$ cat src/sv/caf_pkg.sv
`timescale 1ns / 1ps
// ----------------------------------------------------------------------------
// caf_pkg: shared types and constants of the charge adc frame averager
// Item and result layouts, range scale table, sequencer states.
// ----------------------------------------------------------------------------
package caf_pkg;

  localparam int FRAME_W  = 24;
  localparam int LATEST_W = 20;
  localparam int AVG_OUT_W = 28;
  localparam int CUR_W    = 32;
  localparam int HELD_W   = 5;
  localparam int RANGE_W  = 3;
  localparam int K_W      = 28;
  localparam int K_FRAC   = 24;

  localparam logic [CUR_W-1:0] CUR_LIMIT = 32'd2100000000;

  // operation codes carried on the input side
  localparam logic OP_FRAME = 1'b0;
  localparam logic OP_CLEAR = 1'b1;

  // classified word handed from front to back
  typedef struct packed {
    logic                      clear;
    logic signed [FRAME_W-1:0] sample;
  } item_t;

  // one result word
  typedef struct packed {
    logic                        out_ok;
    logic        [HELD_W-1:0]    held;
    logic signed [CUR_W-1:0]     cur;
    logic signed [AVG_OUT_W-1:0] avg;
    logic signed [LATEST_W-1:0]  latest;
  } res_t;

  typedef enum logic [2:0] {
    ST_IDLE,
    ST_UPD,
    ST_CHK,
    ST_DIV,
    ST_MUL,
    ST_SAT,
    ST_DONE
  } st_t;

  // femtoamps per q.8 lsb in q4.24, per measurement range
  function automatic logic [K_W-1:0] range_k(input logic [RANGE_W-1:0] r);
    logic [K_W-1:0] k;
    unique case (r)
      3'd0: k = 28'd256000488;
      3'd1: k = 28'd12725024;
      3'd2: k = 28'd25525049;
      3'd3: k = 28'd38212573;
      3'd4: k = 28'd51100097;
      3'd5: k = 28'd63750122;
      3'd6: k = 28'd76725146;
      default: k = 28'd89687671;
    endcase
    return k;
  endfunction

endpackage

$ cat src/sv/caf_front.sv
`timescale 1ns / 1ps
// ----------------------------------------------------------------------------
// caf_front: input word classifier
// Accepts frame words, tells clears from conversions and extracts the sample.
// ----------------------------------------------------------------------------
module caf_front #(
  parameter int SAMPLE_BITS = 20
) (
  input  logic                           in_tvalid,
  output logic                           in_tready,
  input  logic [caf_pkg::FRAME_W-1:0]    in_tdata,
  input  logic                           in_tuser,
  input  logic                           q_full,
  output logic                           q_push,
  output caf_pkg::item_t                 q_item
);
  import caf_pkg::*;

  logic signed [SAMPLE_BITS-1:0] raw;

  // accept while the queue has room
  assign in_tready = !q_full;
  assign q_push    = in_tvalid && !q_full;

  // low bits as two's complement, zero for a clear
  assign raw = signed'(in_tdata[SAMPLE_BITS-1:0]);

  always_comb begin
    q_item.clear  = (in_tuser == OP_CLEAR);
    q_item.sample = (in_tuser == OP_CLEAR) ? '0 : FRAME_W'(raw);
  end

endmodule

$ cat src/sv/caf_queue.sv
`timescale 1ns / 1ps
// ----------------------------------------------------------------------------
// caf_queue: two-entry word queue
// Decouples the input classifier from the averaging sequencer.
// ----------------------------------------------------------------------------
module caf_queue (
  input  logic           clk,
  input  logic           rst_n,
  input  logic           push,
  input  caf_pkg::item_t push_item,
  output logic           full,
  input  logic           pop,
  output logic           empty,
  output caf_pkg::item_t head_item
);
  import caf_pkg::*;

  item_t       slot_r [2];
  logic        wr_ptr_r, wr_ptr_nxt;
  logic        rd_ptr_r, rd_ptr_nxt;
  logic [1:0]  cnt_r, cnt_nxt;
  logic        do_push, do_pop;

  assign full      = (cnt_r == 2'd2);
  assign empty     = (cnt_r == 2'd0);
  assign head_item = slot_r[rd_ptr_r];
  assign do_push   = push && !full;
  assign do_pop    = pop && !empty;

  // pointer and count update
  always_comb begin
    wr_ptr_nxt = do_push ? !wr_ptr_r : wr_ptr_r;
    rd_ptr_nxt = do_pop  ? !rd_ptr_r : rd_ptr_r;
    cnt_nxt    = cnt_r + 2'(do_push) - 2'(do_pop);
  end

  always_ff @(posedge clk) begin
    if (!rst_n) begin
      wr_ptr_r <= 1'b0;
      rd_ptr_r <= 1'b0;
      cnt_r    <= 2'd0;
    end else begin
      wr_ptr_r <= wr_ptr_nxt;
      rd_ptr_r <= rd_ptr_nxt;
      cnt_r    <= cnt_nxt;
    end
  end

  // storage
  always_ff @(posedge clk) begin
    if (do_push) begin
      slot_r[wr_ptr_r] <= push_item;
    end
  end

endmodule

$ cat src/sv/caf_div.sv
`timescale 1ns / 1ps
// ----------------------------------------------------------------------------
// caf_div: restoring unsigned divider
// One quotient bit per cycle; done pulses when the quotient is ready.
// ----------------------------------------------------------------------------
module caf_div #(
  parameter int DVD_W = 33,
  parameter int DVS_W = 5
) (
  input  logic             clk,
  input  logic             rst_n,
  input  logic             start,
  input  logic [DVD_W-1:0] dividend,
  input  logic [DVS_W-1:0] divisor,
  output logic             done,
  output logic [DVD_W-1:0] quotient
);

  localparam int CNT_W = $clog2(DVD_W + 1);

  logic [CNT_W-1:0] cnt_r, cnt_nxt;
  logic             busy_r, busy_nxt;
  logic             done_r, done_nxt;
  logic [DVS_W-1:0] rem_r, rem_nxt;
  logic [DVD_W-1:0] quo_r, quo_nxt;
  logic [DVS_W-1:0] dvs_r, dvs_nxt;
  logic [DVS_W:0]   trial;
  logic             fits;

  assign trial = {rem_r, quo_r[DVD_W-1]};
  assign fits  = (trial >= {1'b0, dvs_r});

  // one shift-subtract step per cycle
  always_comb begin
    cnt_nxt  = cnt_r;
    busy_nxt = busy_r;
    done_nxt = 1'b0;
    rem_nxt  = rem_r;
    quo_nxt  = quo_r;
    dvs_nxt  = dvs_r;
    if (start) begin
      cnt_nxt  = CNT_W'(DVD_W);
      busy_nxt = 1'b1;
      rem_nxt  = '0;
      quo_nxt  = dividend;
      dvs_nxt  = divisor;
    end else if (busy_r) begin
      rem_nxt = fits ? DVS_W'(trial - {1'b0, dvs_r}) : trial[DVS_W-1:0];
      quo_nxt = {quo_r[DVD_W-2:0], fits};
      cnt_nxt = cnt_r - CNT_W'(1);
      if (cnt_r == CNT_W'(1)) begin
        busy_nxt = 1'b0;
        done_nxt = 1'b1;
      end
    end
  end

  always_ff @(posedge clk) begin
    if (!rst_n) begin
      busy_r <= 1'b0;
      done_r <= 1'b0;
      cnt_r  <= '0;
    end else begin
      busy_r <= busy_nxt;
      done_r <= done_nxt;
      cnt_r  <= cnt_nxt;
    end
  end

  always_ff @(posedge clk) begin
    rem_r <= rem_nxt;
    quo_r <= quo_nxt;
    dvs_r <= dvs_nxt;
  end

  assign done     = done_r;
  assign quotient = quo_r;

endmodule

$ cat src/sv/caf_back.sv
`timescale 1ns / 1ps
// ----------------------------------------------------------------------------
// caf_back: averaging sequencer
// Keeps the sample ring, running sum and fill count, divides for the mean,
// scales it to femtoamps and holds the result in an output register.
// ----------------------------------------------------------------------------
module caf_back #(
  parameter int SAMPLE_DEPTH = 16,
  parameter int MIN_HELD     = 8,
  parameter int SAMPLE_BITS  = 20
) (
  input  logic                          clk,
  input  logic                          rst_n,
  input  logic                          cfg_wr_en,
  input  logic [caf_pkg::RANGE_W-1:0]   cfg_wr_data,
  input  logic                          q_empty,
  input  caf_pkg::item_t                q_item,
  output logic                          q_pop,
  output logic                          res_valid,
  input  logic                          res_ready,
  output caf_pkg::res_t                 res
);
  import caf_pkg::*;

  localparam int SLOT_W = (SAMPLE_DEPTH > 1) ? $clog2(SAMPLE_DEPTH) : 1;
  localparam int CNT_W  = $clog2(SAMPLE_DEPTH + 1);
  localparam int SUM_W  = SAMPLE_BITS + SLOT_W + 1;
  localparam int DVD_W  = SUM_W + 8;
  localparam int AVG_W  = SAMPLE_BITS + 9;
  localparam int MAG_W  = AVG_W - 1;
  localparam int PROD_W = MAG_W + K_W;
  localparam int SHF_W  = PROD_W - K_FRAC;

  st_t state_r, state_nxt;

  // ring storage
  logic signed [SAMPLE_BITS-1:0] mem [SAMPLE_DEPTH];
  logic signed [SAMPLE_BITS-1:0] old_r;

  logic [RANGE_W-1:0]     range_r;
  logic [SLOT_W-1:0]      slot_r;
  logic [CNT_W-1:0]       cnt_r;
  logic signed [SUM_W-1:0] sum_r;
  item_t                  item_r;
  logic                   ring_full;
  logic                   hold_ok;

  logic                   neg_r;
  logic [MAG_W-1:0]       mag_r;
  logic signed [AVG_W-1:0] avg_r;
  logic [PROD_W-1:0]      prod_r;
  logic signed [CUR_W-1:0] cur_r;
  logic                   ok_r;

  logic                   out_valid_r;
  res_t                   out_r;

  logic                   do_pop, rd_en, wr_en, div_start, load_out;
  logic                   div_done;
  logic [DVD_W-1:0]       div_q;
  logic [SUM_W-1:0]       sum_mag;
  logic [SHF_W-1:0]       shifted;
  logic [CUR_W-1:0]       cur_mag;

  assign ring_full = (int'(cnt_r) >= SAMPLE_DEPTH);
  assign hold_ok   = (int'(cnt_r) >= MIN_HELD) && (cnt_r != '0);
  assign sum_mag   = sum_r[SUM_W-1] ? SUM_W'(-sum_r) : SUM_W'(sum_r);
  assign shifted   = prod_r[PROD_W-1:K_FRAC];
  assign cur_mag   = (64'(shifted) > 64'(CUR_LIMIT)) ? CUR_LIMIT : CUR_W'(shifted);

  // next state
  always_comb begin
    state_nxt = state_r;
    unique case (state_r)
      ST_IDLE: if (!q_empty) state_nxt = q_item.clear ? ST_CHK : ST_UPD;
      ST_UPD:  state_nxt = ST_CHK;
      ST_CHK:  state_nxt = hold_ok ? ST_DIV : ST_DONE;
      ST_DIV:  if (div_done) state_nxt = ST_MUL;
      ST_MUL:  state_nxt = ST_SAT;
      ST_SAT:  state_nxt = ST_DONE;
      ST_DONE: if (!out_valid_r || res_ready) state_nxt = ST_IDLE;
      default: state_nxt = ST_IDLE;
    endcase
  end

  // sequencer strobes
  always_comb begin
    do_pop    = 1'b0;
    rd_en     = 1'b0;
    wr_en     = 1'b0;
    div_start = 1'b0;
    load_out  = 1'b0;
    unique case (state_r)
      ST_IDLE: begin
        do_pop = !q_empty;
        rd_en  = !q_empty && !q_item.clear;
      end
      ST_UPD:  wr_en = 1'b1;
      ST_CHK:  div_start = hold_ok;
      ST_DONE: load_out = !out_valid_r || res_ready;
      default: ;
    endcase
  end

  assign q_pop = do_pop;

  always_ff @(posedge clk) begin
    if (!rst_n) begin
      state_r <= ST_IDLE;
    end else begin
      state_r <= state_nxt;
    end
  end

  // ring memory, registered read of the slot about to be replaced
  always_ff @(posedge clk) begin
    if (rd_en) begin
      old_r <= mem[slot_r];
    end
    if (wr_en) begin
      mem[slot_r] <= SAMPLE_BITS'(item_r.sample);
    end
  end

  // ring bookkeeping and range register
  always_ff @(posedge clk) begin
    if (!rst_n) begin
      range_r <= '0;
      slot_r  <= '0;
      cnt_r   <= '0;
      sum_r   <= '0;
    end else if (cfg_wr_en) begin
      range_r <= cfg_wr_data;
      slot_r  <= '0;
      cnt_r   <= '0;
      sum_r   <= '0;
    end else if (do_pop && q_item.clear) begin
      slot_r <= '0;
      cnt_r  <= '0;
      sum_r  <= '0;
    end else if (wr_en) begin
      sum_r  <= sum_r - (ring_full ? SUM_W'(old_r) : '0) + SUM_W'(item_r.sample);
      cnt_r  <= ring_full ? cnt_r : cnt_r + CNT_W'(1);
      slot_r <= (int'(slot_r) == SAMPLE_DEPTH - 1) ? '0 : slot_r + SLOT_W'(1);
    end
  end

  // captured word
  always_ff @(posedge clk) begin
    if (do_pop) begin
      item_r <= q_item;
    end
  end

  caf_div #(
    .DVD_W (DVD_W),
    .DVS_W (CNT_W)
  ) u_div (
    .clk      (clk),
    .rst_n    (rst_n),
    .start    (div_start),
    .dividend ({sum_mag, 8'd0}),
    .divisor  (cnt_r),
    .done     (div_done),
    .quotient (div_q)
  );

  // mean, scale and saturate
  always_ff @(posedge clk) begin
    unique case (state_r)
      ST_CHK: begin
        neg_r <= sum_r[SUM_W-1];
        ok_r  <= hold_ok;
        avg_r <= '0;
        cur_r <= '0;
      end
      ST_DIV: begin
        if (div_done) begin
          mag_r <= div_q[MAG_W-1:0];
          avg_r <= neg_r ? -signed'({1'b0, div_q[MAG_W-1:0]})
                         :  signed'({1'b0, div_q[MAG_W-1:0]});
        end
      end
      ST_MUL: prod_r <= PROD_W'(mag_r) * PROD_W'(range_k(range_r));
      ST_SAT: cur_r  <= neg_r ? -signed'(cur_mag) : signed'(cur_mag);
      default: ;
    endcase
  end

  // output register
  always_ff @(posedge clk) begin
    if (!rst_n) begin
      out_valid_r <= 1'b0;
    end else if (load_out) begin
      out_valid_r <= 1'b1;
    end else if (res_ready) begin
      out_valid_r <= 1'b0;
    end
  end

  always_ff @(posedge clk) begin
    if (load_out) begin
      out_r.latest <= LATEST_W'(item_r.sample);
      out_r.avg    <= AVG_OUT_W'(avg_r);
      out_r.cur    <= cur_r;
      out_r.held   <= HELD_W'(cnt_r);
      out_r.out_ok <= ok_r;
    end
  end

  assign res_valid = out_valid_r;
  assign res       = out_r;

endmodule

$ cat src/sv/charge_adc_frame_averager.sv
`timescale 1ns / 1ps
// ----------------------------------------------------------------------------
// charge_adc_frame_averager: moving average of converter samples
// Ring of recent samples with running sum; outputs the latest sample, the
// q.8 mean and a femtoamp current scaled by the selected range.
//
//   channel  dir  tdata bits (low first)                    tuser
//   in       in   frame_bits[23:0]                          operation
//   out      out  latest_sample[19:0], average_q8[47:20],   output_valid
//                 current_fa[79:48], held_count[84:80],
//                 zero pad[87:85]
//   cfg      in   cfg_wr_data = range_select                 -
//
// A frame word with enough samples holds the sequencer for the divide of the
// sum by the fill count, one quotient bit per cycle, then for the multiply
// and saturate steps. A clear word passes IDLE, CHK and DONE; a frame word
// with too few samples passes IDLE, UPD, CHK and DONE.
// A two-word queue takes input words while the sequencer works or a result
// waits in the output register; in_tready drops once both entries are full.
// Reset is synchronous and needs no clearing pass; the ring empties at once.
// ----------------------------------------------------------------------------
module charge_adc_frame_averager #(
  parameter int SAMPLE_DEPTH = 16,
  parameter int MIN_HELD     = 8,
  parameter int SAMPLE_BITS  = 20
) (
  input  logic        clk,
  input  logic        rst_n,
  input  logic        in_tvalid,
  output logic        in_tready,
  input  logic [23:0] in_tdata,   // frame_bits
  input  logic [0:0]  in_tuser,   // operation
  output logic        out_tvalid,
  input  logic        out_tready,
  output logic [87:0] out_tdata,  // latest_sample, average_q8, current_fa, held_count
  output logic [0:0]  out_tuser,  // output_valid
  input  logic        cfg_wr_en,
  input  logic [2:0]  cfg_wr_data
);
  import caf_pkg::*;

  logic  q_full, q_empty, q_push, q_pop;
  item_t push_item, head_item;
  res_t  res;

  caf_front #(
    .SAMPLE_BITS (SAMPLE_BITS)
  ) u_front (
    .in_tvalid (in_tvalid),
    .in_tready (in_tready),
    .in_tdata  (in_tdata),
    .in_tuser  (in_tuser[0]),
    .q_full    (q_full),
    .q_push    (q_push),
    .q_item    (push_item)
  );

  caf_queue u_queue (
    .clk       (clk),
    .rst_n     (rst_n),
    .push      (q_push),
    .push_item (push_item),
    .full      (q_full),
    .pop       (q_pop),
    .empty     (q_empty),
    .head_item (head_item)
  );

  caf_back #(
    .SAMPLE_DEPTH (SAMPLE_DEPTH),
    .MIN_HELD     (MIN_HELD),
    .SAMPLE_BITS  (SAMPLE_BITS)
  ) u_back (
    .clk         (clk),
    .rst_n       (rst_n),
    .cfg_wr_en   (cfg_wr_en),
    .cfg_wr_data (cfg_wr_data),
    .q_empty     (q_empty),
    .q_item      (head_item),
    .q_pop       (q_pop),
    .res_valid   (out_tvalid),
    .res_ready   (out_tready),
    .res         (res)
  );

  // result packing
  assign out_tdata = {3'd0, res.held, res.cur, res.avg, res.latest};
  assign out_tuser = res.out_ok;

endmodule

$ cat config.mk
export PLATFORM = sky130hd
export DESIGN_NAME = charge_adc_frame_averager
export DESIGN_NICKNAME = d
export VERILOG_FILES = /design/src/sv/caf_pkg.sv /design/src/sv/caf_front.sv /design/src/sv/caf_queue.sv /design/src/sv/caf_div.sv /design/src/sv/caf_back.sv /design/src/sv/charge_adc_frame_averager.sv
export SDC_FILE = /design/constraint.sdc
export NUM_CORES = 2
export LEC_CHECK = 0
export ABC_AREA = 0
export CORE_AREA = 2 2 253 442
export DETAILED_ROUTE_END_ITERATION = 10
export DIE_AREA = 0 0 255 444
export DONT_BUFFER_PORTS = 1
export HOLD_SLACK_MARGIN = 0.1
export PLACE_DENSITY = 0.7
export REMOVE_ABC_BUFFERS = 1
export SLEW_MARGIN = 10
export SYNTH_ARGS = -nofsm -noshare
export SYNTH_HDL_FRONTEND = slang
export SYNTH_SLANG_ARGS = --single-unit
$ cat constraint.sdc
create_clock -name clk -period 8.8 [get_ports clk]
set_clock_uncertainty 0.05 [all_clocks]
set_input_delay 0.44 -clock clk [delete_from_list [all_inputs] [get_ports clk]]
set_output_delay 0.44 -clock clk [all_outputs]
set_load 0.005 [all_outputs]
---- After elaboration in Yosys (flattened, before gate mapping) ----
Memories as Yosys holds them, arrays and structs flattened. A register that Yosys moved wholly into a read port is not among the register bits.
Cells that the tools add are included.
storage, ports and cells
  flip-flop bits (word level) ............. 352
  bits in writable memories ............... 370
  output and inout port bits .............. 91
  memories ................................ 2
cells by class
  add/sub/neg operators ................... 11
  multiply operators ...................... 1
  order comparisons ....................... 4
  eq/ne operators ......................... 18
  muxes and demuxes ....................... 40
  bitwise logic cells ..................... 3
  reductions and logical operators ........ 28
memories
  name            words  width  rd ports  clocked after Yosys merged registers in  wr ports  RTL line         source
  u_back.mem      16     20     1         1                                        1         caf_back.sv:37   logic signed [SAMPLE_BITS-1:0] mem [SAMPLE_DEPTH];
  u_queue.slot_r  2      25     1         1                                        1         caf_queue.sv:18  item_t slot_r [2];
operator list
  kind                                                              count
  case mux 28 bit (7 select lines)                                  1
  2-to-1 mux 28 bit                                                 3
  2-to-1 mux 33 bit                                                 2
  2-to-1 mux 32 bit                                                 2
  case mux 32 bit (2 select lines)                                  1
  multiplier 28 x 28 -> 56 bit                                      1
  case mux 28 bit (2 select lines)                                  1
  2-to-1 mux 25 bit                                                 2
  greater-than comparator 32 x 31 -> 1 bit (second input constant)  1
  negator 32 bit                                                    1
  negator 28 bit                                                    1
  adder 25 bit                                                      1
  negator 25 bit                                                    1
  subtractor 25 bit                                                 1
  2-to-1 mux 24 bit                                                 1
  case mux 3 bit (7 select lines)                                   1
  equality test 3 bit (second input constant)                       6
  2-to-1 mux 1 bit                                                  17
  equality test 3 x 2 -> 1 bit (second input constant)              4
  2-to-1 mux 3 bit                                                  4
  2-to-1 mux 6 bit                                                  2
  nonzero test 2 bit                                                4
  equality test 3 x 1 -> 1 bit (second input constant)              2
  equality test 6 x 1 -> 1 bit (second input constant)              1
  27 further kinds                                                  44

---- Logic depth before layout (Yosys ltp) ----
  word-level depth ........................ 6
  gate-level depth with buffers ........... 38
  mapped depth without buffers ............ 35

---- Modules after synthesis ----
A second synthesis with hierarchy kept.
second synthesis, totals
  cells, all modules ...................... 4761
  area, all modules ....................... 55170.4 sq um
modules (own cells, without submodules)
  module                     times used  cells each  area an instance (sq um)  seq. area each (sq um)
  caf_back                   1           4455        50407.1                   17997.3
  caf_div                    1           168         2328.5                    1401.3
  caf_queue                  1           105         2143.3                    1601.5
  caf_front                  1           29          265.3                     0.0
  charge_adc_frame_averager  1           4           26.3                      0.0

---- Worst setup path after synthesis ----
Ideal clock, no wire load.
  path kind ............................... flip-flop to flip-flop
  start point ............................. reg u_back.range_r[0]
  end point ............................... reg u_back.prod_r[41] (data pin)
  setup time .............................. 0.263 ns
  arrival ................................. 8.287 ns
  data required time ...................... 8.487 ns
  path slack .............................. 0.201 ns
  stages on the path, launching flop included .. 35
  cells stage by stage .................... dfxtp_1 inv_1 ha_1 clkbuf_1 or2_2 nor2_1 a21oi_1 a21o_1 o21bai_1 clkbuf_1 nand2_1 clkbuf_1 nand2_1 fa_1 inv_1 fa_1 inv_1 fa_1 fa_1 inv_1 fa_1 fa_1 inv_1 fa_1 inv_1 ha_1 a21oi_1 nand2b_1 or4b_1 o211ai_1 o21ai_1 a21oi_1 o31ai_1 a311oi_1 xnor2_1
between the ends
  longest elaborated chain between the ends .. 4
ends and longest elaborated chain
  element                                      RTL line         source
  from (decl)                                  caf_back.sv:40   logic [RANGE_W-1:0] range_r;
  from (signal assigned)                       caf_back.sv:133  range_r <= cfg_wr_data;
  equality test 3 bit (tied with other cells)  caf_pkg.sv:51    unique case (r)
  case mux 28 bit (7 select lines) (*)         caf_pkg.sv:51
  2-to-1 mux 28 bit (*)                        caf_back.sv:170  unique case (state_r)
  multiplier 28 x 28 -> 56 bit (*)             caf_back.sv:184  ST_MUL: prod_r <= PROD_W'(mag_r) * PROD_W'(range_k(range_r));
  to (signal assigned)                         caf_back.sv:184
  to (decl)                                    caf_back.sv:51   logic [PROD_W-1:0] prod_r;
Mark *: on every way between the ends. The rest lies on a longest branch, timed or not. The select of a mux whose other input is x is not followed.
A chain may end at the register's enable or synchronous reset.

---- Final worst setup path ----
  start point ............................. reg u_back.range_r[1]
  end point ............................... reg u_back.prod_r[54] (data pin)
The elaborated chain is that of the path after synthesis.

==> key figures <==
Logic synthesis
  • Part of the Yosys area used for sequential elements: 0.378
  • Synthesized instance count: 4767
  • Post-synth EDFFs: 640
  • Distinct cells, synth: 73
  • Post-Syn Area: 54400 um^2
  • Simple-gate portion of the synthesized area: 0.118
  • Compound-Gate Fraction of Synth Area: 0.0429
  • Synth Area in XOR/XNOR: 0.0208
  • Yosys warnings: 0
  • Mux cell area share after synthesis: 0.0489
  • Mean post-synth cell area: 11.4 um^2
  • Flops & latches, synth: 707
  • Main combinational cell family by area after synthesis: adder cells
  • Asr flop ratio synth: 0
  • Ys flop type: edfxtp_1
  • Post-Synth Adder-Cell Area: 0.311

Final layout
  • Commonest non-fill, non-tap cell in the layout: inv_1
  • Layout cells sized above 1: 0.115
  • Multi-input logic area: 30100 um^2
  • Final net count: 5838
  • Cell Count, Final, Fillers Out: 6380
  • Area Growth Syn to Fin: 10.6%
  • Filler cells: 9194
  • Most frequent cells in the layout: inv_1, fa_1, edfxtp_1
  • Register area: 20600 um^2

GRT
  • First-pass GRT wire length: 229000 um
  • Number of global-route vias before repair: 38.4k
  • Largest net degree at the start of global routing: 61
  • Initial antenna violation count: 10
  • Total gr overflow: 0
  • GRT Overall Usage: 0.280

Status
  • Status: complete, no violations

Floorplan
  • Die area: 113000 um^2
  • Die H: 444 um
  • Initial core utilization: 0.496
  • Core box area: 110000 um^2
  • Row cnt: 161
  • I/O Pins: 124
  • Die W: 255 um

Worst setup path
  • Endpoint type of the worst setup path: register
  • CP top delay family: adder cells
  • Worst path required time: 9190 ps
  • Largest stage delay on the critical path: 780 ps
  • Cell repeated most along the worst path: fa_1
  • Slowest cell on the critical path: fa_2
  • CP startpoint kind: register
  • Crit path max fanout: 22
  • WP data arrival: 8920 ps
  • WP buf/inv: 10
  • Crit Path Category: reg2reg

STA
  • Slew HR: 0.241
  • Period utilization: 0.969
  • Final min period: 8520 ps
  • Fmax: 0.117 GHz
  • Endpoints failing setup: 0
  • Final Hold Fails: 0
  • Max Slew Vio Count: 0
  • Slew of the pin with the lowest slew margin: 1140 ps

Routing
  • Mean routed wirelength per cell: 23.8 um
  • DRT Wirelength: 152000 um
  • First-pass detailed-route iteration total: 8
  • DRT antenna net count: 0
  • Via Count: 35.7k
  • Initial DRC Count: 2913
  • DRC errors left: 0
  • Mean number of vias per cell: 5.59

Place
  • Placed cells: 6205
  • PortBufs: 0
  • RD Place Congestion: 1.04
  • DPL Wire Length: 112000 um

Clock network
  • Total CTS buffers: 67
  • Clock latency on the worst-skew pair: 700 ps
  • TritonCTS clock tree: yes
  • Clock slew at reported path FFs: 70 ps
  • H-tree Lvls: 3
  • Clk buf depth: 3
  • Sink Count: 707
  • Root Buffer: clkbuf_16

Flow run
  • Number of max-cap violations: 0

Worst hold path
  • Min-Delay Path Class: in2reg
[logic make-up after synthesis]
logic type / count (synthesis)
mux: 138
compound gates: 368
flops: 707
xor+xnor: 129
other cells: 1
buf+inv: 1154
fa+ha+maj: 952
simple gates: 1318
[worst paths after layout]
check	slack, ps	start	endpoint	depth (start not counted)
max	280	u_back.range_r[1]	u_back.prod_r[54]	32
min	170	rst_n	u_back.cnt_r[2]	3
max reg2reg	280	u_back.range_r[1]	u_back.prod_r[54]	32
min reg2reg	330	u_back.avg_r[12]	u_back.res[32]	0
[per-stage QoR]
step                instance area (um^2)  setup WS [ps]   util  hold slack, ps  TNS, ps
finish                             60200            277  0.548             167        0
global route                       60200          -19.3  0.548             172    -19.3
CTS                                59600          -2.80  0.543             120    -2.80
detailed placement                 57100           -148  0.520             355     -387
global placement                   57100          -74.8  0.520             351     -179
floorplan                          53600          -2860      -             350   -75770
[worst min-delay path, stage by stage]
cell and delay (ps):
nand3b_1 60, buf_4 250, nor2_1 130
[synthesized netlist by cell type, types with 16 or more instances]
cell,instances,area (um^2)
inv_1,947,3550
fa_1,670,13400
edfxtp_1,640,19200
nand2_1,416,1560
and2_1,288,1800
ha_1,282,3530
nor2_1,281,1050
clkbuf_1,179,672
mux4_2,100,2250
o21ai_0,99,495
a21oi_1,93,465
nand3_1,80,400
xnor2_1,77,674
dfxtp_1,67,1340
xor2_1,52,455
nor2b_1,48,300
a21o_1,35,263
nand2b_1,35,219
or2_2,31,194
nor3_1,30,150
and3_1,29,181
buf_1,25,93.8
o31ai_1,25,188
mux2_2,22,248
a211oi_1,19,143
mux2i_1,16,160
nand4_1,16,100
[cell type report]
type,instances,share of cell area
diodes,7,0.000291
clock buffers,86,0.0301
clock inverters,36,0.00644
inverters,947,0.0592
multi-input cells,2909,0.500
flip-flops and latches,707,0.342
well taps,1467,0.0305
repair buffers,221,0.0320
[metal layers]
layer  vias up  share of wire  track usage
met2      1635           0.51        0.488
met1     17800           0.32        0.282
met3       682          0.071       0.0631
met5         -       0.000085            0
li1      15500              -            -
met4         2           0.10        0.233
[timing repair]
action / 4_1_cts / 5_1_grt
gates resized for setup: 10 / 101
setup endpoints to repair: 9 / 18
cloned: 0 / 5
pin swaps: 1 / 32
hold buffers: 30 / 0
hold endpoints to repair: 62 / 0
buffers inserted: 0 / 11
[state kept, by name (all words and copies together) (netlist names), 4 cells and up, named ones only]
register / count
u_back.u_div.rem_r: 5
u_back.cur_r: 32
u_back.avg_r: 28
u_back.u_div.cnt_r: 6
u_back.u_div.quotient: 33
u_back.res: 86
u_queue.slot_r: 42
u_back.u_div.dvs_r: 5
u_back.item_r: 20
u_back.cnt_r: 5
u_back.sum_r: 25
u_back.prod_r: 32
u_back.slot_r: 4
u_back.mem: 320
u_back.mag_r: 28
u_back.old_r: 20
Power is left out: the tool's default activity adds up to more than one toggle a clock period on the data nets, which glitch-free logic cannot reach.
